### src/sv/crcdf_pkg.sv
`default_nettype none
package crcdf_pkg;

  localparam int unsigned PAYLOAD_DEPTH_DEF = 64;

  localparam logic [31:0] CRC_POLY = 32'hEDB8_8320;
  localparam logic [31:0] CRC_ONES = 32'hFFFF_FFFF;

  // Operation the controller asks the datapath to perform in the current cycle.
  typedef enum logic [2:0] {
    OP_NONE   = 3'd0,
    OP_LEN_LO = 3'd1,
    OP_LEN_HI = 3'd2,
    OP_TYPE   = 3'd3,
    OP_BODY   = 3'd4,
    OP_CRC    = 3'd5,
    OP_READ   = 3'd6,
    OP_LOAD   = 3'd7
  } op_t;

  typedef struct packed {
    op_t op;
  } cmd_t;

  typedef struct packed {
    logic len_zero;
    logic body_done;
    logic crc_done;
    logic crc_ok;
    logic drain_last;
    logic out_free;
  } status_t;

  // One byte of the reflected CRC-32, least significant bit first.
  function automatic logic [31:0] crc_byte(input logic [31:0] crc, input logic [7:0] b);
    logic [31:0] c;
    c = crc ^ {24'h00_0000, b};
    for (int k = 0; k < 8; k++) begin
      c = c[0] ? ((c >> 1) ^ CRC_POLY) : (c >> 1);
    end
    return c;
  endfunction

endpackage
`default_nettype wire

### src/sv/crcdf_ctrl.sv
`default_nettype none
module crcdf_ctrl
  import crcdf_pkg::*;
(
  input  wire logic    clk,
  input  wire logic    rst_n,
  input  wire logic    in_tvalid,
  output logic         in_tready,
  input  wire status_t sts,
  output cmd_t         cmd
);

  typedef enum logic [6:0] {
    S_LEN_LO = 7'b000_0001,
    S_LEN_HI = 7'b000_0010,
    S_TYPE   = 7'b000_0100,
    S_BODY   = 7'b000_1000,
    S_CRC    = 7'b001_0000,
    S_READ   = 7'b010_0000,
    S_LOAD   = 7'b100_0000
  } state_t;

  state_t state_r;
  state_t state_nxt;
  logic   acc;

  assign in_tready = (state_r != S_READ) && (state_r != S_LOAD);
  assign acc       = in_tvalid && in_tready;

  always_comb begin
    state_nxt = state_r;
    cmd.op    = OP_NONE;
    case (state_r)
      S_LEN_HI: begin
        if (acc) begin
          cmd.op    = OP_LEN_HI;
          state_nxt = S_TYPE;
        end
      end
      S_TYPE: begin
        if (acc) begin
          cmd.op    = OP_TYPE;
          state_nxt = sts.len_zero ? S_CRC : S_BODY;
        end
      end
      S_BODY: begin
        if (acc) begin
          cmd.op = OP_BODY;
          if (sts.body_done) begin
            state_nxt = S_CRC;
          end
        end
      end
      S_CRC: begin
        if (acc) begin
          cmd.op = OP_CRC;
          if (sts.crc_done) begin
            if (!sts.crc_ok) begin
              state_nxt = S_LEN_LO;
            end else if (sts.len_zero) begin
              state_nxt = S_LOAD;
            end else begin
              state_nxt = S_READ;
            end
          end
        end
      end
      S_READ: begin
        cmd.op    = OP_READ;
        state_nxt = S_LOAD;
      end
      S_LOAD: begin
        cmd.op = OP_LOAD;
        if (sts.out_free) begin
          state_nxt = sts.drain_last ? S_LEN_LO : S_READ;
        end
      end
      default: begin
        // First length byte; also covers any state code that is not defined.
        if (acc) begin
          cmd.op    = OP_LEN_LO;
          state_nxt = S_LEN_HI;
        end
      end
    endcase
  end

  always_ff @(posedge clk) begin
    if (!rst_n) begin
      state_r <= S_LEN_LO;
    end else begin
      state_r <= state_nxt;
    end
  end

endmodule
`default_nettype wire

### src/sv/crcdf_dp.sv
`default_nettype none
module crcdf_dp
  import crcdf_pkg::*;
#(
  parameter int unsigned PAYLOAD_DEPTH = PAYLOAD_DEPTH_DEF
) (
  input  wire logic        clk,
  input  wire logic        rst_n,
  input  wire logic [7:0]  in_byte,
  input  wire cmd_t        cmd,
  output status_t          sts,
  output logic             out_tvalid,
  input  wire logic        out_tready,
  output logic [23:0]      out_tdata,
  output logic [0:0]       out_tuser,
  output logic             out_tlast
);

  localparam int unsigned AW = (PAYLOAD_DEPTH > 1) ? $clog2(PAYLOAD_DEPTH) : 1;
  localparam int unsigned CW = $clog2(PAYLOAD_DEPTH + 1);

  logic [7:0]    store_r [PAYLOAD_DEPTH];
  logic [7:0]    rd_data_r;

  logic [15:0]   frame_len_r, frame_len_nxt;
  logic [7:0]    frame_kind_r, frame_kind_nxt;
  logic [15:0]   byte_cnt_r, byte_cnt_nxt;
  logic [31:0]   crc_r, crc_nxt;
  logic [31:0]   rx_crc_r, rx_crc_nxt;
  logic [CW-1:0] rd_idx_r, rd_idx_nxt;

  logic          out_valid_r, out_valid_nxt;
  logic [7:0]    out_type_r;
  logic [6:0]    out_len_r;
  logic          out_has_r;
  logic [7:0]    out_byte_r;
  logic          out_last_r;

  logic [31:0]   crc_step;
  logic [16:0]   cnt_inc;
  logic          wr_en;
  logic          load;

  assign crc_step = crc_byte(crc_r, in_byte);
  assign cnt_inc  = {1'b0, byte_cnt_r} + 17'd1;

  assign sts.len_zero   = (frame_len_r == 16'd0);
  assign sts.body_done  = (cnt_inc >= {1'b0, frame_len_r});
  assign sts.crc_done   = (byte_cnt_r == 16'd3);
  // The fourth CRC byte is still on the input when the check is made.
  assign sts.crc_ok     = ({in_byte, rx_crc_r[23:0]} == ~crc_r) &&
                          (frame_len_r <= 16'(PAYLOAD_DEPTH));
  assign sts.drain_last = sts.len_zero || ((16'(rd_idx_r) + 16'd1) == frame_len_r);
  assign sts.out_free   = !out_valid_r || out_tready;

  assign wr_en = (cmd.op == OP_BODY) && (byte_cnt_r < 16'(PAYLOAD_DEPTH));
  assign load  = (cmd.op == OP_LOAD) && sts.out_free;

  always_comb begin
    frame_len_nxt  = frame_len_r;
    frame_kind_nxt = frame_kind_r;
    byte_cnt_nxt   = byte_cnt_r;
    crc_nxt        = crc_r;
    rx_crc_nxt     = rx_crc_r;
    rd_idx_nxt     = rd_idx_r;
    case (cmd.op)
      OP_LEN_LO: begin
        frame_len_nxt = {8'h00, in_byte};
        crc_nxt       = crc_step;
      end
      OP_LEN_HI: begin
        frame_len_nxt = {in_byte, frame_len_r[7:0]};
        crc_nxt       = crc_step;
      end
      OP_TYPE: begin
        frame_kind_nxt = in_byte;
        crc_nxt        = crc_step;
        byte_cnt_nxt   = 16'd0;
      end
      OP_BODY: begin
        crc_nxt      = crc_step;
        byte_cnt_nxt = sts.body_done ? 16'd0 : cnt_inc[15:0];
      end
      OP_CRC: begin
        if (sts.crc_done) begin
          byte_cnt_nxt = 16'd0;
          crc_nxt      = CRC_ONES;
          rx_crc_nxt   = 32'd0;
          rd_idx_nxt   = '0;
        end else begin
          byte_cnt_nxt = cnt_inc[15:0];
          rx_crc_nxt   = rx_crc_r | ({24'h00_0000, in_byte} << {byte_cnt_r[1:0], 3'b000});
        end
      end
      OP_LOAD: begin
        if (load) begin
          rd_idx_nxt = rd_idx_r + CW'(1);
        end
      end
      default: begin
      end
    endcase
  end

  always_comb begin
    out_valid_nxt = out_valid_r;
    if (load) begin
      out_valid_nxt = 1'b1;
    end else if (out_tready) begin
      out_valid_nxt = 1'b0;
    end
  end

  always_ff @(posedge clk) begin
    if (!rst_n) begin
      frame_len_r  <= 16'd0;
      frame_kind_r <= 8'd0;
      byte_cnt_r   <= 16'd0;
      crc_r        <= CRC_ONES;
      rx_crc_r     <= 32'd0;
      rd_idx_r     <= '0;
      out_valid_r  <= 1'b0;
    end else begin
      frame_len_r  <= frame_len_nxt;
      frame_kind_r <= frame_kind_nxt;
      byte_cnt_r   <= byte_cnt_nxt;
      crc_r        <= crc_nxt;
      rx_crc_r     <= rx_crc_nxt;
      rd_idx_r     <= rd_idx_nxt;
      out_valid_r  <= out_valid_nxt;
    end
  end

  always_ff @(posedge clk) begin
    if (wr_en) begin
      store_r[byte_cnt_r[AW-1:0]] <= in_byte;
    end
    if (cmd.op == OP_READ) begin
      rd_data_r <= store_r[rd_idx_r[AW-1:0]];
    end
  end

  always_ff @(posedge clk) begin
    if (load) begin
      out_type_r <= frame_kind_r;
      out_len_r  <= frame_len_r[6:0];
      out_has_r  <= !sts.len_zero;
      out_byte_r <= sts.len_zero ? 8'h00 : rd_data_r;
      out_last_r <= sts.drain_last;
    end
  end

  assign out_tvalid = out_valid_r;
  assign out_tdata  = {1'b0, out_byte_r, out_len_r, out_type_r};
  assign out_tuser  = out_has_r;
  assign out_tlast  = out_last_r;

endmodule
`default_nettype wire

### src/sv/crc32_frame_deframer_core.sv
`default_nettype none
// Length-prefixed frame parser with CRC-32 check.
// The in_ channel carries one received byte per request. A frame is a
// little-endian 16-bit payload length, a type byte, the payload and a
// little-endian CRC-32 over header and payload. Every byte is taken as soon
// as offered while the frame arrives; payload goes into an internal buffer.
// When the last CRC byte of a good frame is taken, in_tready drops and the
// payload is read back from the buffer and sent on the out_ channel, one
// request per byte, last byte marked by out_tlast. For each byte the
// controller first reads the buffer into a data register, then loads the
// output register once it is free, and the input stays blocked until the
// last byte is loaded. An empty frame gives a single result with out_tuser
// low, loaded without a buffer read.
// Frames with a bad CRC, or longer than the buffer, are read in full and
// dropped. A stalled receiver holds the drain; the final result may wait
// in the output register while parsing of the next frame goes on.
// Reset clears the parser to expect a length byte and empties the output.
module crc32_frame_deframer_core
  import crcdf_pkg::*;
#(
  parameter int unsigned PAYLOAD_DEPTH = PAYLOAD_DEPTH_DEF
) (
  input  wire logic        clk,
  input  wire logic        rst_n,
  input  wire logic        in_tvalid,
  output logic             in_tready,
  input  wire logic [7:0]  in_tdata,   // [7:0] rx_byte
  output logic             out_tvalid,
  input  wire logic        out_tready,
  output logic [23:0]      out_tdata,  // [7:0] frame_type, [14:8] frame_length,
                                       // [22:15] payload_byte, [23] zero
  output logic [0:0]       out_tuser,  // [0] has_byte
  output logic             out_tlast
);

  cmd_t    cmd;
  status_t sts;

  crcdf_ctrl u_ctrl (
    .clk       (clk),
    .rst_n     (rst_n),
    .in_tvalid (in_tvalid),
    .in_tready (in_tready),
    .sts       (sts),
    .cmd       (cmd)
  );

  crcdf_dp #(
    .PAYLOAD_DEPTH (PAYLOAD_DEPTH)
  ) u_dp (
    .clk        (clk),
    .rst_n      (rst_n),
    .in_byte    (in_tdata),
    .cmd        (cmd),
    .sts        (sts),
    .out_tvalid (out_tvalid),
    .out_tready (out_tready),
    .out_tdata  (out_tdata),
    .out_tuser  (out_tuser),
    .out_tlast  (out_tlast)
  );

endmodule
`default_nettype wire

### config.mk
export PLATFORM = sky130hd
export DESIGN_NAME = crc32_frame_deframer_core
export DESIGN_NICKNAME = d
export VERILOG_FILES = /design/src/sv/crcdf_pkg.sv /design/src/sv/crcdf_ctrl.sv /design/src/sv/crcdf_dp.sv /design/src/sv/crc32_frame_deframer_core.sv
export SDC_FILE = /design/constraint.sdc
export NUM_CORES = 1
export LEC_CHECK = 0
export BUFFER_PORTS_ARGS = -buffer_cell sky130_fd_sc_hd__buf_2
export CAP_MARGIN = 20
export CORE_UTILIZATION = 55
export DETAILED_ROUTE_END_ITERATION = 10
export GPL_TIMING_DRIVEN = 0
export PLACE_DENSITY = 0.78
export SLEW_MARGIN = 20
export SYNTH_ARGS = -nofsm -noshare
export SYNTH_HDL_FRONTEND = slang
export SYNTH_SLANG_ARGS = --single-unit
### constraint.sdc
create_clock -name clk -period 6 [get_ports clk]
set_input_delay 0.3 -clock clk [delete_from_list [all_inputs] [get_ports clk]]
set_output_delay 0.3 -clock clk [all_outputs]
set_load 0.05 [all_outputs]
# Yosys cells after proc, flatten, opt, wreduce, memory -nomap -nowiden
# Memory sizes are Yosys's and may differ from the RTL's. A register that Yosys moved wholly into a read port is not among the register bits.
# Cells that the tools add are included.
[word_totals] output_inout_bits=28 ff_bits=144 n_memories=1 word_cells=123 in_bits=12 mem_bits_rw=512
[mem_list] name="u_dp.store_r" depth=64 width=8 read_ports=1 rd_ports_with_merged_regs=1 write_ports=1 line="crcdf_dp.sv:22" text="logic [7:0] store_r [PAYLOAD_DEPTH];"
[classes] reduce_logical=21 n_mux=41 bitwise=12 order_cmp=3 add_sub_neg=3 eq_ne=27 shifts=1
[ops] cell="two-way mux 32 bit" count=10
[ops] cell="NOT 13 -> 14 bit" count=8
[ops] cell="two-way mux 7 bit" count=12
[ops] cell="one-hot mux 32 bit (2 select lines)" count=1
[ops] cell="one-hot mux 16 bit (3 select lines)" count=1
[ops] cell="one-hot mux 7 bit (6 select lines)" count=1
[ops] cell="equality test 32 bit" count=1
[ops] cell="two-way mux 16 bit" count=2
[ops] cell="NOT 32 bit" count=1
[ops] cell="bitwise OR 32 bit" count=1
[ops] cell="one-hot mux 16 bit (2 select lines)" count=1
[ops] cell="<< shifter 8 x 5 -> 32 bit" count=1
[ops] cell="XOR 32 x 8 -> 32 bit" count=1
[ops] cell="one-hot mux 3 bit (6 select lines)" count=1
[ops] cell="adder 16 x 1 -> 17 bit (second input constant)" count=1
[ops] cell=">= comparator 17 x 16 -> 1 bit" count=1
[ops] cell="equality test 16 bit" count=1
[ops] cell="equality test 16 x 2 -> 1 bit (second input constant)" count=1
[ops] cell="<= comparator 16 x 7 -> 1 bit (second input constant)" count=1
[ops] cell="logical NOT 16 bit" count=1
[ops] cell="less-than comparator 16 x 7 -> 1 bit (second input constant)" count=1
[ops] cell="inequality test 2 x 1 -> 1 bit (second input constant)" count=7
[ops] cell="one-hot mux 7 bit (2 select lines)" count=1
[ops] cell="equality test 3 bit (second input constant)" count=4
[ops] cell="other kinds (28)" count=47

# Logic depth before layout (Yosys ltp)
# Gate-level depths: netlist of run 1.
[logic_depth] ltp_word=18 depth_mapped=16 mapped_depth_nobuf=13

# Cells and area by module
# A second synthesis of run 1 with hierarchy kept.
[hier_totals] cells_unflattened=1673 hier_area_um2=27390.0
[by_module_without_submodules] mod="crcdf_dp" seq_area_each_um2=18447.7 area_each_um2=26764.4 cells_each=1592 instances=1
[by_module_without_submodules] mod="crcdf_ctrl" seq_area_each_um2=140.1 area_each_um2=625.6 cells_each=81 instances=1

# Least setup slack after synthesis of run 1
# OpenSTA, ideal clock, no wires.
[synth_path] path_type="register to register" from="register u_dp.byte_cnt_r[0]" to="register u_dp.byte_cnt_r[3]" synth_period_minus_slack_ps=3584 n_path_buf=3 setup_time_ps=74 path_stages_with_launch=16 setup_slack_ps=2416 t_arrival_ps=3510 t_required_ps=5926 path_cell_list="dfxtp_1 clkbuf_1 nand3_1 nor4_1 and2_1 xor2_1 ha_1 inv_1 o2111ai_1 a211oi_1 o2111ai_1 a211oi_1 buf_2 buf_2 nand2_1 a31oi_1"
[synth_via] elab_chain_len=4 word_cells_on_any_way=6 classes_between="1 x add/sub; 1 x order compare; 1 x eq/ne; 3 x mux"
[synth_rtl] element="start: declaration" line="crcdf_dp.sv:27" text="logic [15:0] byte_cnt_r, byte_cnt_nxt;"
[synth_rtl] element="start signal: assignment" line="crcdf_dp.sv:126" text="byte_cnt_r <= byte_cnt_nxt;"
[synth_rtl] element="adder 16 x 1 -> 17 bit" line="crcdf_dp.sv:45" text="assign cnt_inc = {1'b0, byte_cnt_r} + 17'd1;"
[synth_rtl] element=">= comparator 17 x 16 -> 1 bit" line="crcdf_dp.sv:48" text="assign sts.body_done = (cnt_inc >= {1'b0, frame_len_r});"
[synth_rtl] element="two-way mux 16 bit" line="crcdf_dp.sv:82" text="byte_cnt_nxt = sts.body_done ? 16'd0 : cnt_inc[15:0];"
[synth_rtl] element="one-hot mux 16 bit (3 select lines) (*)" line="crcdf_dp.sv:66" text="case (cmd.op)"
# Every way passes the cells marked *; elsewhere a longest branch is shown, timed or not.
# A chain may end at the register's enable or synchronous reset.

# Worst setup path after layout of run 1
[layout_path] from="register u_dp.byte_cnt_r[0]" to="register u_dp.byte_cnt_r[9]"
# Same word-level chain as after synthesis.

==> results of run 1 <==
==> cell usage in the layout (no fill, tap or decap), drive strengths merged, types with 15 or more instances in the layout <==
cell type,Yosys,routed
a21oi,60,60
buf,30,68
clkbuf,63,150
clkinv,0,19
dfxtp,111,111
edfxtp,545,545
ha,18,18
inv,27,30
mux2i,22,22
mux4,168,168
nand2,62,62
nand3,36,36
nor2,131,131
nor4,15,15
o22ai,27,27
xnor2,78,78
xor2,51,51
==> worst max-delay path: stages, from the launching register on <==
cell,delay (ps)
dfxtp_1,370
clkbuf_1,360
nand3_1,360
nor4_1,700
and2_1,280
xor2_1,220
ha_1,290
inv_1,90
o2111ai_1,160
a211oi_1,270
o2111ai_1,320
a211oi_1,400
buf_2,270
buf_2,260
a21oi_1,100
a31oi_1,180
==> registers in the layout, indices dropped and copies added, names as in the netlist <==
name	count
u_dp.rd_idx_r	7
u_dp.byte_cnt_r	16
u_dp.rd_data_r	8
u_ctrl.state_r	7
u_dp.frame_kind_r	8
u_dp.rx_crc_r	24
u_dp.crc_r	32
u_dp.out_tlast	1
u_dp.frame_len_r	16
u_dp.out_byte_r	8
u_dp.store_r	512
u_dp.out_tvalid	1
u_dp.out_type_r	8
u_dp.out_len_r	7
u_dp.out_tuser	1
==> power by group <==
group | switching [W] | leakage (nW) | internal (W)
clock | 0.00172 | 1.02 | 0.00238
combinational | 0.000723 | 2.62 | 0.000590
sequential | 0.000118 | 5.79 | 0.00502
total | 0.00257 | 9.43 | 0.00799
==> routing by layer <==
layer | vias to the layer above | global-route usage [%] | wire length [µm]
met5 | - | 0 | 13
met3 | 146 | 6.24 | 6660
met2 | 977 | 42.4 | 31200
met4 | 2 | 10.2 | 2290
li1 | 6365 | - | -
met1 | 7718 | 38.1 | 25900
==> stage by stage <==
stage	std cells	total power (W)	setup slack [ps]	hold slack [ps]	area (µm²)
after floorplan	1572	0.00621	2420	399	26800
after global placement	2224	0.00649	1490	418	27800
after detailed placement	2225	0.00652	1450	420	27800
after CTS	2344	0.0106	1350	113	29900
after global routing	2345	0.0109	904	169	29900
final	2346	0.0106	1250	156	29900
==> final timing paths <==
check,to,slack (ps),depth (start not counted)
worst max-delay path,u_dp.byte_cnt_r[9]$_SDFFE_PN0P_,1250,15
worst min register to register,u_dp.out_type_r[2]$_DFFE_PP_,430,0
worst min-delay path,u_dp.out_tvalid$_SDFFE_PN0P_,160,3
worst max register to register,u_dp.byte_cnt_r[9]$_SDFFE_PN0P_,1250,15
==> final cells by class <==
class / instances / area [µm²]
fillers: 3252 / 18000
clock buffers: 86 / 1790
inverters: 27 / 101
well taps: 615 / 769
multi-input cells: 796 / 7730
plain buffers: 93 / 394
diodes: 1 / 2.50
repair buffers: 39 / 221
flip-flops and latches: 656 / 18600
clock inverters: 33 / 332
==> logic make-up (layout without fill, tap and decap cells) <==
logic type | Yosys count | after routing | share of synthesized area, %
DFF | 656 | 656 | 69.3
and+or+nand+nor | 318 | 318 | 5.61
muxes | 190 | 190 | 14.9
AOI/OAI and AO/OA | 140 | 140 | 3.22
xor gates and xnor gates | 129 | 129 | 4.21
buffers and inverters | 120 | 278 | 1.83
adders and majority gates | 18 | 18 | 0.840
other | 1 | 2 | 0.0140
==> summary.md, run 1 <==
| Metric | Value |
|---|---|
| Critical path type | reg2reg |
| Async S/R FF share, synth | 0% |
| Number of buffers added to fix hold violations after cts | 0 |
| Final number of setup-violating endpoints | 0 |
| Synthesized area per cell | 17.1 µm² |
| Critical path startpoint | u_dp.byte_cnt_r[0]$_SDFFE_PN0P_ |
| Number of rows created at floorplan | 80 |
| Library cell with the highest instance count after synthesis | edfxtp_1 |
| Chip height | 223 µm |
| Run status | finished clean |
| Final critical path time including I/O delays and setup | 4750 ps |
| Number of global-route vias before repair | 15200 |
| Total leakage power | 9.43 nW |
| Post-synthesis cell type with the largest combined area | edfxtp_1 |
| Largest fanout on the critical path | 10 |
| Port Buffers | 37 |
| Number of buffers added for setup after CTS | 0 |
| Relative area change from synthesis to final layout | 11.7% |
| Ys Warns | 0 |
| Proportion of netlist area held by the largest area contributor | 61.1% |
| Routed length per instance | 28.2 µm |
| Headroom to the max-slew limit | 27.0% |
| Worst min-delay path category | in2reg |
| Number of nets produced by synthesis | 1602 |
| Sink Count | 656 |
| Overflow left after global routing | 0 |
| Resized Gates After CTS | 0 |
| Starting density of the core | 55.9% |
| Via count | 15200 |
| Most numerous cell types in the synthesized netlist | edfxtp_1, mux4_2, nor2_1 |
| Achievable clock frequency | 211 MHz |
| Ratio of final minimum period to clock period | 79.1% |
| Primary flip-flop cell chosen by synthesis mapping | edfxtp_1 |
| Element type at the critical path end | register |
| CTS clk-pin slew, worst paths | 60 ps |
| Maximum VDD drop | 266 µV |
| Detailed router's first-iteration violation count | 2023 |
| Post-Route Utilization | 62.4% |
| Number of antenna violations at the first check in global routing | 2 |
| Sequential-to-total area share from yosys stat | 69.3% |
| Core area | 47900 µm² |
| Last weighted congestion value of the routability-driven placer | 0.904 |
| Number of nets with antenna violations after detailed routing | 0 |
| Crit Reg-Reg Startpoint | u_dp.byte_cnt_r[0]$_SDFFE_PN0P_ |
| Hold Crit Start | out_tready |
| Post-Route Skew | 25.0 ps |
| Hold violation count in the final report | 0 |
| Number of detailed-routing iterations run before antenna repair | 5 |
| Total standard cell area after synthesis | 26800 µm² |
| Data arrival at the endpoint of the critical path | 5250 ps |
| Unrepaired setup endpoints after global routing | no |
| Mapped Cells | 1572 |
| Yosys cell types | 60 |
| Pin count of the biggest net entering global routing | 66 |
| Clock tree root driver cell | clkbuf_16 |
| Number of pins with negative max-slew slack in the final report | 0 |
| Number of buffers created by CTS | 67 |
| Dpl hpwl | 40700 µm |
| Worst setup SP type | register |
| TNS Setup | 0 ps |
| Buffer depth of the longest clock path | 3 |
| Top cells by area in the synthesized netlist | edfxtp_1, mux4_2, dfxtp_1 |
| Clk Latency, worst-skew pair | 600 ps |
| DRC | 0 |
| Transition at the pin with the smallest max-transition slack | 1090 ps |
| Wire length of the first global-routing pass | 97600 µm |
| Overall die area | 49600 µm² |
| Ports placed on the boundary | 40 |
| Global router's overall resource usage | 27.3% |
| TritonCTS clock tree | yes |
| Final routed wirelength across all metal layers | 66100 µm |
| Worst EP required | 6500 ps |
| Nets | 1710 |
| H-tree levels | 3 |
| Width of the chip | 223 µm |
| Via density | 6.48 |
| Fraction of layout instances using a drive strength above 1 | 19.2% |
| PwrDens | 353 nW/µm² |
| Number of flip-flops and latches in the synthesized netlist | 656 |
| Number of synthesized flops with an enable pin | 545 |
| Max_cap viols | 0 |
Power figures use the tool's default switching activity.
==> run 2, diff against run 1 <==
ABC_AREA = 1   (was unset)
PLACE_DENSITY = 0.81   (was 0.78)
clock period = 4.3 ns   (was 6 ns; I/O delays follow)
==> run 2 against run 1 <==
  * Utilization is 0.30 points lower
  * Synthesized cell count is 68% higher
  * Sequential cell count stayed put
  * Design area is 6.5% higher
  * Critical path depth is 5 higher
  * Critical endpoint is now u_dp.byte_cnt_r[14]$_SDFFE_PN0P_
  * Largest power group unchanged
==> summary.md, run 2 <==
| Metric | Value |
|---|---|
| Max reg flops | 512 (unchanged) |
| Adder-Cell Fraction of Synth Area | 0.789% (was 0.840%) |
| Unrepaired setup endpoints after global routing | no (unchanged) |
| Last weighted congestion value of the routability-driven placer | 1.05 (was 0.904) |
| Sequential-to-total area share from yosys stat | 65.1% (was 69.3%) |
| Worst hold slack after final layout | 65.9 ps (was 156 ps) |
| Number of synthesized flops with an enable pin | 545 (unchanged) |
| Combinational family with the most area after synthesis | simple AND/OR/NAND/NOR gates (was multiplexers) |
| Number of buffers added for setup after CTS | 0 (unchanged) |
| Async S/R FF share, synth | 0% (unchanged) |
| Number of antenna violations at the first check in global routing | 2 (unchanged) |
| Port Buffers | 37 (unchanged) |
| PwrDens | 485 nW/µm² (was 353 nW/µm²) |
| Critical path type | reg2reg (unchanged) |
| Number of rows created at floorplan | 83 (was 80) |
| Fraction of layout instances using a drive strength above 1 | 8.84% (was 19.2%) |
| Top cells by area in the synthesized netlist | edfxtp_1, dfxtp_1, nor2_1 (was edfxtp_1, mux4_2, dfxtp_1) |
| Hold violation count in the final report | 0 (unchanged) |
| Chip height | 230 µm (was 223 µm) |
| Yosys cell types | 46 (was 60) |
| Number of nets produced by synthesis | 2670 (was 1602) |
| Ports placed on the boundary | 40 (unchanged) |
| Endpoint of the most critical setup path | u_dp.byte_cnt_r[14]$_SDFFE_PN0P_ (was u_dp.byte_cnt_r[9]$_SDFFE_PN0P_) |
| Headroom to the max-slew limit | 22.3% (was 27.0%) |
| Total standard cell area after synthesis | 28600 µm² (was 26800 µm²) |
| Final critical path time including I/O delays and setup | 3440 ps (was 4750 ps) |
| DRC | 0 (unchanged) |
| Ys Warns | 0 (unchanged) |
| Relative area change from synthesis to final layout | 11.6% (was 11.7%) |
| Worst min-delay path category | in2reg (unchanged) |
| Number of nets with antenna violations after detailed routing | 0 (unchanged) |
| Global router's overall resource usage | 34.3% (was 27.3%) |
| Overflow left after global routing | 0 (unchanged) |
| Number of buffers created by CTS | 68 (was 67) |
| Fraction of synthesized area in multiplexers | 0% (was 14.9%) |
| Sink Count | 656 (unchanged) |
| Detailed router's first-iteration violation count | 3922 (was 2023) |
| Xor and xnor area share after synthesis | 2.35% (was 4.21%) |
| Buffer depth of the longest clock path | 3 (unchanged) |
| Final number of setup-violating endpoints | 0 (unchanged) |
| Transition at the pin with the smallest max-transition slack | 1160 ps (was 1090 ps) |
| Number of flip-flops and latches in the synthesized netlist | 656 (unchanged) |
| Most frequent cells in the layout | edfxtp_1, nor2_1, nand2_1 (was edfxtp_1, mux4_2, nor2_1) |
| Run status | finished clean (unchanged) |
| Worst reg2reg path depth | 20 (was 15) |
| Synthesized area per cell | 10.8 µm² (was 17.1 µm²) |
| Fill count | 3938 (was 3252) |
| Dpl hpwl | 61100 µm (was 40700 µm) |
| Via density | 6.54 (was 6.48) |
| Worst EP required | 4850 ps (was 6500 ps) |
| Final routed wirelength across all metal layers | 92000 µm (was 66100 µm) |
| Worst setup SP type | register (unchanged) |
| Mapped Cells | 2640 (was 1572) |
| Post-Route Skew | 47.9 ps (was 25.0 ps) |
| Post-synthesis cell type with the largest combined area | edfxtp_1 (unchanged) |
| Clock tree root driver cell | clkbuf_16 (unchanged) |
| Number of global-route vias before repair | 21500 (was 15200) |
| Element type at the critical path end | register (unchanged) |
| Proportion of netlist area held by the largest area contributor | 57.3% (was 61.1%) |
| Core area | 51300 µm² (was 47900 µm²) |
| Most common cell after layout, fill and taps aside | edfxtp_1 (unchanged) |
| Critical path startpoint | u_dp.byte_cnt_r[1]$_SDFFE_PN0P_ (was u_dp.byte_cnt_r[0]$_SDFFE_PN0P_) |
| Clk Latency, worst-skew pair | 640 ps (was 600 ps) |
| Largest fanout on the critical path | 10 (unchanged) |
| Wire length of the first global-routing pass | 133000 µm (was 97600 µm) |
| Width of the chip | 230 µm (was 223 µm) |
| Most numerous cell types in the synthesized netlist | edfxtp_1, nor2_1, nand2_1 (was edfxtp_1, mux4_2, nor2_1) |
| R2R Path End | u_dp.byte_cnt_r[14]$_SDFFE_PN0P_ (was u_dp.byte_cnt_r[9]$_SDFFE_PN0P_) |
| Overall die area | 52800 µm² (was 49600 µm²) |
| Max_cap viols | 0 (unchanged) |
| Routed length per instance | 26.4 µm (was 28.2 µm) |
| Via count | 22800 (was 15200) |
| Number of detailed-routing iterations run before antenna repair | 9 (was 5) |
| Starting density of the core | 55.7% (was 55.9%) |
| Number of pins with negative max-slew slack in the final report | 0 (unchanged) |
| Count of inserted antenna diode cells | 0 (was 1) |
| Data arrival at the endpoint of the critical path | 3990 ps (was 5250 ps) |
| Synthesized-area fraction occupied by ao, oa, aoi and oai cells | 11.1% (was 3.22%) |
| CTS clk-pin slew, worst paths | 60 ps (about the same) |
| Maximum VDD drop | 448 µV (was 266 µV) |
| Worst R2R Setup Slack | 860 ps (was 1250 ps) |
| Primary flip-flop cell chosen by synthesis mapping | edfxtp_1 (unchanged) |
| Ratio of final minimum period to clock period | 79.9% (was 79.1%) |
| Library cell with the highest instance count after synthesis | edfxtp_1 (unchanged) |
| H-tree levels | 3 (unchanged) |
| Hold Crit Start | in_tvalid (was out_tready) |
| Simple-gate portion of the synthesized area | 16.1% (was 5.61%) |
| TritonCTS clock tree | yes (unchanged) |
| TNS Setup | 0 ps (unchanged) |
| Nets | 2781 (was 1710) |
| Pin count of the biggest net entering global routing | 66 (unchanged) |
| Crit Reg-Reg Startpoint | u_dp.byte_cnt_r[1]$_SDFFE_PN0P_ (was u_dp.byte_cnt_r[0]$_SDFFE_PN0P_) |
| Total leakage power | 11.2 nW (was 9.43 nW) |
| Achievable clock frequency | 291 MHz (was 211 MHz) |
run 2: cell types whose count changed in the layout (fill, tap and decap cells not counted), moves of 15 or more:
cell      change
o221ai_1     +88
inv_1       +122
clkbuf_1     +46
nand3_1     +146
nor2_1      +294
o211ai_1     +39
nand4_1      +51
buf_2        +15
mux2i_1      -22
a21oi_1      +20
nand2_1     +239
xnor2_1      -60
mux4_2      -168
o21ai_0     +262
run 2: kinds of logic (layout without fill, tap and decap cells):
kind of cell	Yosys count	after routing
AOI/OAI and AO/OA	536	536
xor gates and xnor gates	68	68
adders and majority gates	18	18
buffers and inverters	320	484
DFF	656	656
other	1	1
and+or+nand+nor	1041	1041
run 2: power by group:
group	total, W	internal (W)	switching (W)	leakage (nW)
sequential	0.00726	0.00704	0.000220	5.81
combinational	0.00230	0.000792	0.00151	4.33
clock	0.00590	0.00335	0.00255	1.08
run 2: timing repair:
item                                    4_1_cts  5_1_grt
gates resized for setup                       0        0
endpoints found under the setup margin        0        0
endpoints found under the hold margin         1        0
hold buffers                                  1        0
run 2: cell type report:
class / instances / area, µm² / area share (%)
Clock inverter: 41 / 363 / 1.14
Sequential cell: 656 / 18600 / 58.3
Tap cell: 680 / 851 / 2.67
Multi-Input combinational cell: 1664 / 8690 / 27.3
Timing Repair Buffer: 41 / 258 / 0.809
Buffer: 162 / 703 / 2.21
Clock buffer: 82 / 1830 / 5.74
Inverter: 158 / 593 / 1.86
run 2: worst min-delay path by stage:
stage / cells past startpoint / slack, ps / endpoint
after global placement: 0 / 420 / u_dp.out_type_r[1]$_DFFE_PP_
after CTS: 4 / 60 / u_dp.frame_kind_r[6]$_SDFFE_PN0P_
after global routing: 4 / 100 / u_dp.frame_kind_r[4]$_SDFFE_PN0P_
after floorplan: 0 / 310 / u_dp.store_r[0][0]$_DFFE_PP_
final: 4 / 70 / u_dp.frame_kind_r[6]$_SDFFE_PN0P_
after detailed placement: 0 / 420 / u_dp.out_type_r[5]$_DFFE_PP_
run 2: through the flow:
stage	instance area [µm²]	instances	setup slack [ps]	power, W	utilization [%]
floorplan	28600	2640	1510	0.00893	-
global placement	29600	3357	507	0.00952	57.7
detailed placement	29600	3358	919	0.00959	57.8
CTS	31800	3482	897	0.0153	62.1
global route	31900	3484	530	0.0159	62.1
finish	31900	3484	863	0.0155	62.1
run 2: critical path, stage by stage (launching register included):
cell     delay (ps)
dfxtp_1         490
ha_1            250
nand2_1         100
nor2_1          160
nand3_1         140
inv_1           130
nand2_1          90
xnor2_1         240
ha_1            300
nand2_1          70
inv_1            50
nand2_1          80
nor2_1           70
a21oi_1         120
nand2_1          60
nand2_1          90
nand3_1         140
o21ai_2         380
buf_6           200
nand2_1          70
a21oi_1         110
run 2: per-layer routing:
layer,track usage (%),routed length (µm),vias to the layer above
li1,-,-,9647
met1,43.1,31400,10700
met2,53.1,40900,2018
met3,9.61,13500,451
met4,20.3,6230,2
met5,0,7,-
